**src/hw/rtl/fezp_pkg.sv**
```systemverilog
`timescale 1ns / 1ps
// ----------------------------------------------------------------------------
// fezp_pkg
// Shared widths, constants and controller/datapath interface types for the
// frame energy, zero-crossing and peak block.
// ----------------------------------------------------------------------------
package fezp_pkg;

  localparam int RAW_W             = 32;
  localparam int SAMPLE_LSB        = 14;
  localparam int SAMPLE_W          = 16;
  localparam int LEN_W             = 11;
  localparam int MEAN_W            = 31;
  localparam int RATE_W            = 16;
  localparam int PEAK_W            = 16;
  localparam int SQ_W              = 31;
  localparam int FRAME_LEN_RESET   = 1024;
  localparam int MAX_FRAME_DEFAULT = 1024;

  typedef struct packed {
    logic start;
    logic step;
    logic out_load;
  } fezp_cmd_t;

  typedef struct packed {
    logic last_at_acc;
    logic last_in_flight;
    logic step_last;
    logic out_free;
  } fezp_status_t;

endpackage

```
**src/hw/rtl/fezp_ctrl.sv**
```systemverilog
`timescale 1ns / 1ps
// ----------------------------------------------------------------------------
// fezp_ctrl
// Frame-end sequencer: starts the divider, counts it through its steps and
// hands the quotients to the output register.
// ----------------------------------------------------------------------------
module fezp_ctrl (
  input  logic                   clk,
  input  logic                   rst,
  input  fezp_pkg::fezp_status_t st,
  output fezp_pkg::fezp_cmd_t    cmd,
  output logic                   in_stall
);
  import fezp_pkg::*;

  localparam logic [1:0] ST_IDLE = 2'd0;
  localparam logic [1:0] ST_RUN  = 2'd1;
  localparam logic [1:0] ST_HOLD = 2'd2;

  logic [1:0] state;
  logic [1:0] state_next;

  always_comb begin
    state_next   = state;
    cmd.start    = 1'b0;
    cmd.step     = 1'b0;
    cmd.out_load = 1'b0;
    unique case (state)
      ST_IDLE: begin
        if (st.last_at_acc) begin
          cmd.start  = 1'b1;
          state_next = ST_RUN;
        end
      end
      ST_RUN: begin
        cmd.step = 1'b1;
        if (st.step_last) begin
          state_next = ST_HOLD;
        end
      end
      ST_HOLD: begin
        if (st.out_free) begin
          cmd.out_load = 1'b1;
          state_next   = ST_IDLE;
        end
      end
      default: begin
        state_next = ST_IDLE;
      end
    endcase
  end

  always_ff @(posedge clk) begin
    if (rst) begin
      state <= ST_IDLE;
    end else begin
      state <= state_next;
    end
  end

  assign in_stall = (state != ST_IDLE) || st.last_in_flight;

endmodule

```
**src/hw/rtl/fezp_datapath.sv**
```systemverilog
`timescale 1ns / 1ps
// ----------------------------------------------------------------------------
// fezp_datapath
// Sample decode, square pipeline, frame accumulators, shared radix-2
// divider for energy and crossing rate, and the output register.
// ----------------------------------------------------------------------------
module fezp_datapath #(
  parameter int MAX_FRAME = fezp_pkg::MAX_FRAME_DEFAULT
) (
  input  logic                          clk,
  input  logic                          rst,
  input  logic                          cfg_valid,
  input  logic [fezp_pkg::LEN_W-1:0]    cfg_data,
  input  logic                          in_accept,
  input  logic signed [fezp_pkg::RAW_W-1:0] raw_word,
  input  fezp_pkg::fezp_cmd_t           cmd,
  output fezp_pkg::fezp_status_t        st,
  input  logic                          out_stall,
  output logic                          out_valid,
  output logic [fezp_pkg::MEAN_W-1:0]   mean_energy,
  output logic [fezp_pkg::RATE_W-1:0]   crossing_rate,
  output logic [fezp_pkg::PEAK_W-1:0]   peak_level
);
  import fezp_pkg::*;

  localparam int CNT_W  = $clog2(MAX_FRAME + 1);
  localparam int ESUM_W = 30 + CNT_W;
  localparam int CMP_W  = (LEN_W > CNT_W) ? LEN_W : CNT_W;
  localparam int STEP_W = $clog2(ESUM_W);

  // configuration
  logic [LEN_W-1:0] frame_len;

  always_ff @(posedge clk) begin
    if (rst) begin
      frame_len <= LEN_W'(FRAME_LEN_RESET);
    end else if (cfg_valid) begin
      frame_len <= cfg_data;
    end
  end

  logic [CMP_W-1:0] eff_len;

  always_comb begin
    if (frame_len == '0) begin
      eff_len = CMP_W'(1);
    end else if (CMP_W'(frame_len) > CMP_W'(MAX_FRAME)) begin
      eff_len = CMP_W'(MAX_FRAME);
    end else begin
      eff_len = CMP_W'(frame_len);
    end
  end

  // sample decode and per-frame counters
  logic [SAMPLE_W-1:0] bits;
  logic                neg;
  logic [SAMPLE_W-1:0] mag;
  logic [CNT_W-1:0]    sample_count;
  logic [CNT_W-1:0]    count_inc;
  logic [CNT_W-1:0]    crossing_count;
  logic [CNT_W-1:0]    cross_next;
  logic                previous_negative;
  logic [PEAK_W-1:0]   peak_so_far;
  logic [PEAK_W-1:0]   peak_next;
  logic                last;

  assign bits      = raw_word[SAMPLE_LSB +: SAMPLE_W];
  assign neg       = bits[SAMPLE_W-1];
  assign mag       = neg ? (~bits + SAMPLE_W'(1)) : bits;
  assign count_inc = sample_count + CNT_W'(1);
  assign last      = CMP_W'(count_inc) >= eff_len;
  assign peak_next = (mag > peak_so_far) ? mag : peak_so_far;
  assign cross_next = crossing_count +
                      CNT_W'((sample_count != '0) && (neg != previous_negative));

  logic [CNT_W-1:0]  hold_cross;
  logic [PEAK_W-1:0] hold_peak;
  logic [CNT_W-1:0]  hold_n;

  always_ff @(posedge clk) begin
    if (rst) begin
      sample_count      <= '0;
      crossing_count    <= '0;
      previous_negative <= 1'b0;
      peak_so_far       <= '0;
    end else if (in_accept) begin
      if (last) begin
        sample_count      <= '0;
        crossing_count    <= '0;
        previous_negative <= 1'b0;
        peak_so_far       <= '0;
      end else begin
        sample_count      <= count_inc;
        crossing_count    <= cross_next;
        previous_negative <= neg;
        peak_so_far       <= peak_next;
      end
    end
  end

  always_ff @(posedge clk) begin
    if (in_accept && last) begin
      hold_cross <= cross_next;
      hold_peak  <= peak_next;
      hold_n     <= count_inc;
    end
  end

  // square pipeline
  logic                  s1_valid;
  logic                  s1_last;
  logic [SAMPLE_W-1:0]   s1_mag;
  logic                  s2_valid;
  logic                  s2_last;
  logic [SQ_W-1:0]       s2_sq;
  logic [2*SAMPLE_W-1:0] prod;

  assign prod = s1_mag * s1_mag;

  always_ff @(posedge clk) begin
    if (rst) begin
      s1_valid <= 1'b0;
      s1_last  <= 1'b0;
      s2_valid <= 1'b0;
      s2_last  <= 1'b0;
    end else begin
      s1_valid <= in_accept;
      s1_last  <= in_accept && last;
      s2_valid <= s1_valid;
      s2_last  <= s1_valid && s1_last;
    end
  end

  always_ff @(posedge clk) begin
    s1_mag <= mag;
    s2_sq  <= prod[SQ_W-1:0];
  end

  // energy accumulator
  logic [ESUM_W-1:0] energy_sum;
  logic [ESUM_W-1:0] sum_new;

  assign sum_new = energy_sum + ESUM_W'(s2_sq);

  always_ff @(posedge clk) begin
    if (rst) begin
      energy_sum <= '0;
    end else if (s2_valid) begin
      energy_sum <= s2_last ? '0 : sum_new;
    end
  end

  // restoring divider, one quotient bit per step for both dividends
  logic [ESUM_W-1:0] div_a;
  logic [ESUM_W-1:0] div_b;
  logic [CNT_W-1:0]  rem_a;
  logic [CNT_W-1:0]  rem_b;
  logic [CNT_W-1:0]  div_n;
  logic [STEP_W-1:0] step_cnt;
  logic [CNT_W:0]    trial_a;
  logic [CNT_W:0]    trial_b;
  logic [CNT_W:0]    diff_a;
  logic [CNT_W:0]    diff_b;
  logic              qa;
  logic              qb;

  assign trial_a = {rem_a, div_a[ESUM_W-1]};
  assign trial_b = {rem_b, div_b[ESUM_W-1]};
  assign diff_a  = trial_a - {1'b0, div_n};
  assign diff_b  = trial_b - {1'b0, div_n};
  assign qa      = trial_a >= {1'b0, div_n};
  assign qb      = trial_b >= {1'b0, div_n};

  always_ff @(posedge clk) begin
    if (cmd.start) begin
      div_a    <= sum_new;
      div_b    <= ESUM_W'({hold_cross, {RATE_W{1'b0}}});
      rem_a    <= '0;
      rem_b    <= '0;
      div_n    <= hold_n;
      step_cnt <= STEP_W'(ESUM_W - 1);
    end else if (cmd.step) begin
      div_a    <= {div_a[ESUM_W-2:0], qa};
      div_b    <= {div_b[ESUM_W-2:0], qb};
      rem_a    <= qa ? diff_a[CNT_W-1:0] : trial_a[CNT_W-1:0];
      rem_b    <= qb ? diff_b[CNT_W-1:0] : trial_b[CNT_W-1:0];
      step_cnt <= step_cnt - STEP_W'(1);
    end
  end

  // output register
  always_ff @(posedge clk) begin
    if (rst) begin
      out_valid <= 1'b0;
    end else if (cmd.out_load) begin
      out_valid <= 1'b1;
    end else if (!out_stall) begin
      out_valid <= 1'b0;
    end
  end

  always_ff @(posedge clk) begin
    if (cmd.out_load) begin
      mean_energy   <= div_a[MEAN_W-1:0];
      crossing_rate <= div_b[RATE_W-1:0];
      peak_level    <= hold_peak;
    end
  end

  assign st.last_at_acc    = s2_valid && s2_last;
  assign st.last_in_flight = (s1_valid && s1_last) || (s2_valid && s2_last);
  assign st.step_last      = step_cnt == '0;
  assign st.out_free       = !out_valid || !out_stall;

endmodule

```
**src/hw/rtl/frame_energy_zcr_peak_top.sv**
```systemverilog
`timescale 1ns / 1ps
// ----------------------------------------------------------------------------
// frame_energy_zcr_peak_top
// Short-time energy, zero-crossing rate and peak level of audio frames.
// ----------------------------------------------------------------------------
// Takes one 32-bit microphone word per cycle while not stalled (sample = bits
// 29..14) and, after every frame_len samples (clamped to 1..MAX_FRAME), delivers one item with
// floor(sum of squares / n), floor(crossings * 65536 / n) and the peak |sample|.
// Within a frame an item is taken every cycle. The item that closes a frame is
// followed by a stall of the input through two square/accumulate stages, a
// start step, then a shared restoring divider producing one quotient bit per
// cycle for both results, and a wait until the output register is free. A
// finished result waits in the output register while the next frame streams in.
module frame_energy_zcr_peak_top #(
  parameter int MAX_FRAME = fezp_pkg::MAX_FRAME_DEFAULT
) (
  input  logic                              clk,
  input  logic                              rst,
  input  logic                              cfg_valid,
  output logic                              cfg_ready,
  input  logic [fezp_pkg::LEN_W-1:0]        cfg_data,
  input  logic                              in_valid,
  output logic                              in_stall,
  input  logic signed [fezp_pkg::RAW_W-1:0] raw_word,
  output logic                              out_valid,
  input  logic                              out_stall,
  output logic [fezp_pkg::MEAN_W-1:0]       mean_energy,
  output logic [fezp_pkg::RATE_W-1:0]       crossing_rate,
  output logic [fezp_pkg::PEAK_W-1:0]       peak_level
);
  import fezp_pkg::*;

  fezp_cmd_t    cmd;
  fezp_status_t st;
  logic         in_accept;

  assign cfg_ready = 1'b1;
  assign in_accept = in_valid && !in_stall;

  fezp_ctrl u_ctrl (
    .clk      (clk),
    .rst      (rst),
    .st       (st),
    .cmd      (cmd),
    .in_stall (in_stall)
  );

  fezp_datapath #(
    .MAX_FRAME (MAX_FRAME)
  ) u_datapath (
    .clk           (clk),
    .rst           (rst),
    .cfg_valid     (cfg_valid && cfg_ready),
    .cfg_data      (cfg_data),
    .in_accept     (in_accept),
    .raw_word      (raw_word),
    .cmd           (cmd),
    .st            (st),
    .out_stall     (out_stall),
    .out_valid     (out_valid),
    .mean_energy   (mean_energy),
    .crossing_rate (crossing_rate),
    .peak_level    (peak_level)
  );

  // frame end in the pipeline blocks new items
  a_last_stalls: assert property (@(posedge clk) disable iff (rst)
    st.last_in_flight |-> in_stall)
    else $error("item accepted while a frame end is in flight");

  a_cmd_onehot: assert property (@(posedge clk) disable iff (rst)
    $onehot0({cmd.start, cmd.step, cmd.out_load}))
    else $error("controller issued overlapping commands");

  a_start_step: assert property (@(posedge clk) disable iff (rst)
    cmd.start |=> cmd.step)
    else $error("divider not stepped after start");

  a_load_free: assert property (@(posedge clk) disable iff (rst)
    cmd.out_load |-> (!out_valid || !out_stall))
    else $error("output overwritten while held");

endmodule

```
**config.mk**
```make
export PLATFORM = sky130hd
export DESIGN_NAME = frame_energy_zcr_peak_top
export DESIGN_NICKNAME = d
export VERILOG_FILES = /design/src/hw/rtl/fezp_pkg.sv /design/src/hw/rtl/fezp_ctrl.sv /design/src/hw/rtl/fezp_datapath.sv /design/src/hw/rtl/frame_energy_zcr_peak_top.sv
export SDC_FILE = /design/constraint.sdc
export NUM_CORES = 1
export LEC_CHECK = 0
export ABC_AREA = 1
export BUFFER_PORTS_ARGS = -buffer_cell sky130_fd_sc_hd__buf_2
export CAP_MARGIN = 15
export CORE_MARGIN = 5
export CORE_UTILIZATION = 45
export DETAILED_ROUTE_END_ITERATION = 7
export HOLD_SLACK_MARGIN = 0.02
export PLACE_DENSITY = 0.68
export RECOVER_POWER = 100
export SETUP_SLACK_MARGIN = 0.3
export SLEW_MARGIN = 20
export SYNTH_ARGS = -nofsm -noshare
export SYNTH_HDL_FRONTEND = slang
export SYNTH_SLANG_ARGS = --single-unit
```
**constraint.sdc**
```tcl
create_clock -name clk -period 13.8 [get_ports clk]
set_clock_uncertainty 0.15 [all_clocks]
set_input_delay 2.07 -clock clk [delete_from_list [all_inputs] [get_ports clk]]
set_output_delay 2.07 -clock clk [all_outputs]
set_load 0.05 [all_outputs]
```
# --- Word-level counts from Yosys, hierarchy flattened ---
# Index checks and enable logic that the tools add are counted.
word_totals:
  ff_bits: 367
  latch_bits: 0
  mem_bits_rw: 0
  rom_bits: 0
  inputBits: 48
  output_inout_bits: 66
  wordCells: 92
  mem_count: 0
classes:
  add_sub_neg: 7
  multipliers: 1
  n_div: 0
  magnitude_cmp: 5
  n_eq_ne: 7
  shifts: 0
  mux: 26
  bitwise: 1
  n_reduce_logical: 18
ops:
  columns: ["cell", "n"]
  rows:
  - ["$mux 41", 3]
  - ["$mux 11", 6]
  - ["$mux 27", 2]
  - ["$mux 16", 3]
  - ["$add 41x31->41", 1]
  - ["$mul 16x16->31", 1]
  - ["$ge 12x11->1", 2]
  - ["$sub 11x11->11", 2]
  - ["$add 16x1->16 const B", 1]
  - ["$gt 16x16->1", 1]
  - ["$not 16->16", 1]
  - ["$add 11x1->11", 1]
  - ["$add 11x1->11 const B", 1]
  - ["$ge 11x11->1", 1]
  - ["$gt 11x11->1 const B", 1]
  - ["$logic_not 11->1", 1]
  - ["$reduce_bool 11->1", 1]
  - ["$mux 1", 8]
  - ["$logic_not 6->1", 1]
  - ["$mux 2", 3]
  - ["$ne 2x2->1 const B", 3]
  - ["$pmux 2 s3", 1]
  - ["$sub 6x1->6 const B", 1]
  - ["$logic_and 1x1->1", 5]
  - ["9 further kinds", 14]

# --- Longest topological paths before layout ---
depth:
  depth_word: 6
  mapped_depth: 27
  ltp_nobuf: 25

# --- Cells and area by module ---
# Synthesis repeated with hierarchy kept, for this count alone.
hier_totals:
  hier_cells: 3042
  hier_area_um2: 25112.8
modules_own_cells:
  columns: ["mod", "instances", "cells_per_inst", "area_per_inst_um2", "seq_area_each_um2"]
  rows:
  - ["fezp_datapath", 1, 3017, 24957.7, 8928.6]
  - ["fezp_ctrl", 1, 21, 133.9, 40.0]
  - ["frame_energy_zcr_peak_top", 1, 4, 21.3, 0.0]

# --- Worst setup path after synthesis ---
# Ideal clock, no wire load.
synth_path:
  path_kind: "register to register"
  from: "register u_datapath.s1_mag[4]"
  to: "register u_datapath.s2_sq[28]"
  setup_ns: 0.123
  arrival_ns: 5.343
  required_time_ns: 13.527
  path_slack_ns: 8.184
  path_stages_with_launch: 20
  path_buffers: 2
  synth_period_minus_slack_ns: 5.616
  path_cell_list: "dfxtp_1 -> clkbuf_1 -> clkbuf_1 -> nand2_1 -> fa_1 -> inv_1 -> fa_1 -> fa_1 -> fa_1 -> fa_1 -> inv_1 -> fa_1 -> inv_1 -> ha_1 -> nand2_1 -> nor3_1 -> nand4_1 -> nand3_1 -> a21oi_1 -> xor2_1"
synth_via:
  elab_chain_cells: 1
synth_rtl:
  columns: ["element", "line_no", "rtl"]
  rows:
  - ["from (decl)", "fezp_datapath.sv:112", "logic [SAMPLE_W-1:0] s1_mag;"]
  - ["from (signal assigned)", "fezp_datapath.sv:135", "s1_mag <= mag;"]
  - ["$mul 16x16->31", "fezp_datapath.sv:118", "assign prod = s1_mag * s1_mag;"]
  - ["named net u_datapath.prod[28]", "fezp_datapath.sv:116", "logic [2*SAMPLE_W-1:0] prod;"]
  - ["to (signal assigned)", "fezp_datapath.sv:136", "s2_sq <= prod[SQ_W-1:0];"]
  - ["to (decl)", "fezp_datapath.sv:115", "logic [SQ_W-1:0] s2_sq;"]
# The timed path passes the listed nets, and every way through them passes these cells.
# A chain may end at the register's enable or synchronous reset.

# --- Worst setup path in the final report ---
layout_path:
  from: "register u_ctrl.state[1]"
  to: "register u_datapath.div_a[29] (enable)"
layout_via:
  elab_chain_cells: 3
  word_cells_on_any_way: 5
  cone_classes: "eq/ne (1); mux (2); reduce/logical (2)"
layout_rtl:
  columns: ["element", "line_no", "rtl"]
  rows:
  - ["from (decl)", "fezp_ctrl.sv:20", "logic [1:0] state;"]
  - ["from (signal assigned)", "fezp_ctrl.sv:57", "state <= state_next;"]
  - ["$eq 2x1->1 or $logic_not 2->1 (tied branches)", "fezp_ctrl.sv:28", "unique case (state)"]
  - ["$mux 1", "fezp_ctrl.sv:28", null]
  - ["$reduce_bool 2->1 (no line) (*)", null, null]
  - ["to (signal assigned)", "fezp_datapath.sv:176", "div_a <= sum_new;"]
  - ["to (signal assigned)", "fezp_datapath.sv:183", "div_a <= {div_a[ESUM_W-2:0], qa};"]
  - ["to (decl)", "fezp_datapath.sv:154", "logic [ESUM_W-1:0] div_a;"]
# Mark *: on every way between the ends. The rest lies on a longest branch, timed or not.

==> out/metrics.csv <==
metric,value,unit
Power Dens Cells,260.1,nW/um^2
first-pass GRT wire length,92200,um
worst skew pair latency,0.55,ns
Die Y-Extent,246.6,um
register area,8969,um^2
Placeable Area,55310,um^2
Mapped Cells,3072,
overall power,0.007116,W
# diodes,0,
Die Footprint,60810,um^2
DR vias,19144,
footprint of the multi-input gates,13580,um^2
I/O pin count,114,
vias per inst,4.895,
RSZ-0062 raised after global routing,false,
worst setup path class,reg2reg,
hold-fix buffers at CTS,0,
Most used DFF post-synth,dfxtp_1,
CTS tree,yes,
Post-Route WL,54490,um
P&R area growth vs syn,8.617,%
port bufs,96,
DRT iter0 DRCs,1107,
"Clk pin slew, worst setup/hold paths",0.06,ns
Worst Path Required,13.85,ns
post-synthesis sequential area ratio,35.60,%
Max Freq,126.3,MHz
root buf cell,clkbuf_16,
crit share post-route,57.39,%
crit end category,flop,
# Post-CTS Setup Buffers,0,
synthesized cell area,25190,um^2
Clock Sinks,366,
CTS Buffer Depth,3,
r2r setup slk,5.88,ns
CTS buffer count,39,
crit start category,flop,
synth unique cells,53,
grt ovf,0,
number of global-route vias before repair,18935,
Initial Util,45.55,%
fillers,5426,
final RePlAce weighted congestion,0.9151,
CP peak stage delay,1.59,ns
GRT Total Usage,18.12,%
Seq cells post-synth,366,
ANT nets after route,0,
endpoints failing setup,0,
total of warnings raised by yosys,0,
Post-synth EDFFs,164,
detailed placer's ending HPWL,41460,um
WP data arrival,7.97,ns
DRC Markers,0,
htree depth,2,
WL per Instance,13.93,um
num rows,86,
Synthesized Nets,3470,
worst-path fanout max,67,
post-CTS resize count,0,
Worst VDD drop,0.3412,mV
Slew HR,-145.6,%
pin count of the biggest net entering global routing,74,
"critical path, cell by cell",nor2_1 > nand2_1 > nand2_2 > clkbuf_1 > clkinv_1 > clkbuf_1 > nor2_1 > clkinvlp_2 > buf_4,
failing checks,"capacitance limit, slew limit",
Slew @ Worst Pin,3.684,ns
setup TNS,0,ns
Initial DRT Pass Iterations,5,
P_leak,13.24,nW
die width,246.6,um
initial antenna violation count,1,
post-synthesis average cell area,8.200,um^2
fin. max-slew vios,322,
outcome,"finished, violations left",
layout cells sized above 1,4.521,%
Final min period,7.919,ns
max-cap viol count,7,
NumNets Final,3531,
CP max stage cell,nor2_1,
final hold vios,0,
worst hold path class,reg2reg,
ys async rst share,0,%
[metal layers]
layer,GRT usage [%],up-vias,part of all wire (%)
met5,0,-,0.024
met4,4.660,2,2.1
met3,2.430,76,4.4
met2,29.77,333,45
met1,25.45,8902,48
li1,-,9831,-
[cell usage in the layout, fill, tap and decap left out, drive strengths merged, types with 13 or more instances in the layout]
| master | instances |
|---|---|
| nand2 | 800 |
| inv | 580 |
| dfxtp | 202 |
| nand3 | 190 |
| ha | 185 |
| a21oi | 176 |
| fa | 165 |
| edfxtp | 164 |
| nor2 | 163 |
| clkbuf | 121 |
| o21ai | 92 |
| xor2 | 62 |
| buf | 35 |
| nand4 | 33 |
| o22ai | 29 |
| xnor2 | 27 |
| nor3 | 21 |
| clkinv | 17 |
| nand3b | 13 |
| and2 | 13 |
[critical path, delay by kind of cell, from the launching register on]
family | cells | cell delay [ns]
buf+inv | 5 | 5.01
simple gates | 4 | 2.01
flops | 1 | 0.31
[cells by family after synthesis]
logic type / share of synthesized area, %
other cells: 0.01489
fa+ha+maj: 22.30
simple gates: 21.37
compound gates: 7.381
buf+inv: 10.13
xor+xnor: 3.154
mux: 0.04470
flops: 35.60
[through the flow]
| stage | instance area, um^2 | worst slack [ns] | instances | utilization [%] | hold WS, ns |
|---|---|---|---|---|---|
| floorplan | 25190 | 8.184 | 3072 | - | 0.1790 |
| detailed placement | 26340 | 7.640 | 3840 | 47.62 | 0.2545 |
| finish | 27360 | 5.881 | 3911 | 49.47 | 0.2634 |
| CTS | 27580 | 7.606 | 3911 | 49.87 | 0.2641 |
| global route | 27360 | 5.103 | 3911 | 49.47 | 0.2725 |
| global placement | 26340 | 7.665 | 3840 | 47.62 | 0.2507 |
[Yosys cell counts (7+ instances only)]
master,instances,area [um^2]
buf_2,24,120.1
a22o_1,10,87.58
nor2_1,152,570.6
and2_1,13,81.33
inv_2,15,56.30
or2_2,7,43.79
nand2_1,794,2980
o22ai_1,29,181.4
inv_1,563,2113
a31oi_1,8,50.05
xnor2_1,26,227.7
nor2_2,9,56.30
o21ai_0,68,340.3
o21ai_1,23,115.1
nand3b_1,13,97.59
a21oi_1,175,875.8
fa_1,165,3303
nand4_1,33,206.5
edfxtp_1,164,4925
clkbuf_1,58,217.7
xor2_1,61,534.3
o21bai_1,9,67.56
nand3_1,179,895.9
nor3_1,15,75.07
nand3_2,11,110.1
nor4_1,10,62.56
dfxtp_1,202,4044
ha_1,185,2315
[path summary, 6_finish.rpt]
kind / start / end / cells after the start
max: u_ctrl.state[1] / u_datapath.div_a[29] / 9
min: u_datapath.hold_peak[0] / u_datapath.peak_level[0] / 0
max reg2reg: u_ctrl.state[1] / u_datapath.div_a[29] / 9
min reg2reg: u_datapath.hold_peak[0] / u_datapath.peak_level[0] / 0
[state kept, by name, summed over array words and instances (netlist names), 16 cells and up]
register,count
u_datapath.div_a,41
u_datapath.div_b,41
u_datapath.energy_sum,41
u_datapath.mean_energy,31
u_datapath.s2_sq,30
u_datapath.crossing_rate,16
u_datapath.hold_peak,16
u_datapath.peak_level,16
u_datapath.peak_so_far,16
u_datapath.s1_mag,16
[layout make-up]
| cell class | count | share of cell area (%) |
|---|---|---|
| Clock buffer | 49 | 3.850 |
| Timing Repair Buffer | 107 | 1.674 |
| Clock inverter | 22 | 0.6950 |
| Tap cell | 748 | 3.420 |
| Multi-Input combinational cell | 2039 | 49.62 |
| Inverter | 580 | 7.961 |
| Sequential cell | 366 | 32.78 |
[report_power, final]
| part | internal (W) | switching (W) | leakage (nW) |
|---|---|---|---|
| clock network | 0.000585 | 0.000428 | 0.615 |
| registers | 0.00140 | 0.000110 | 3.14 |
| logic | 0.00171 | 0.00288 | 9.49 |
(Power assumes the default switching activity.)
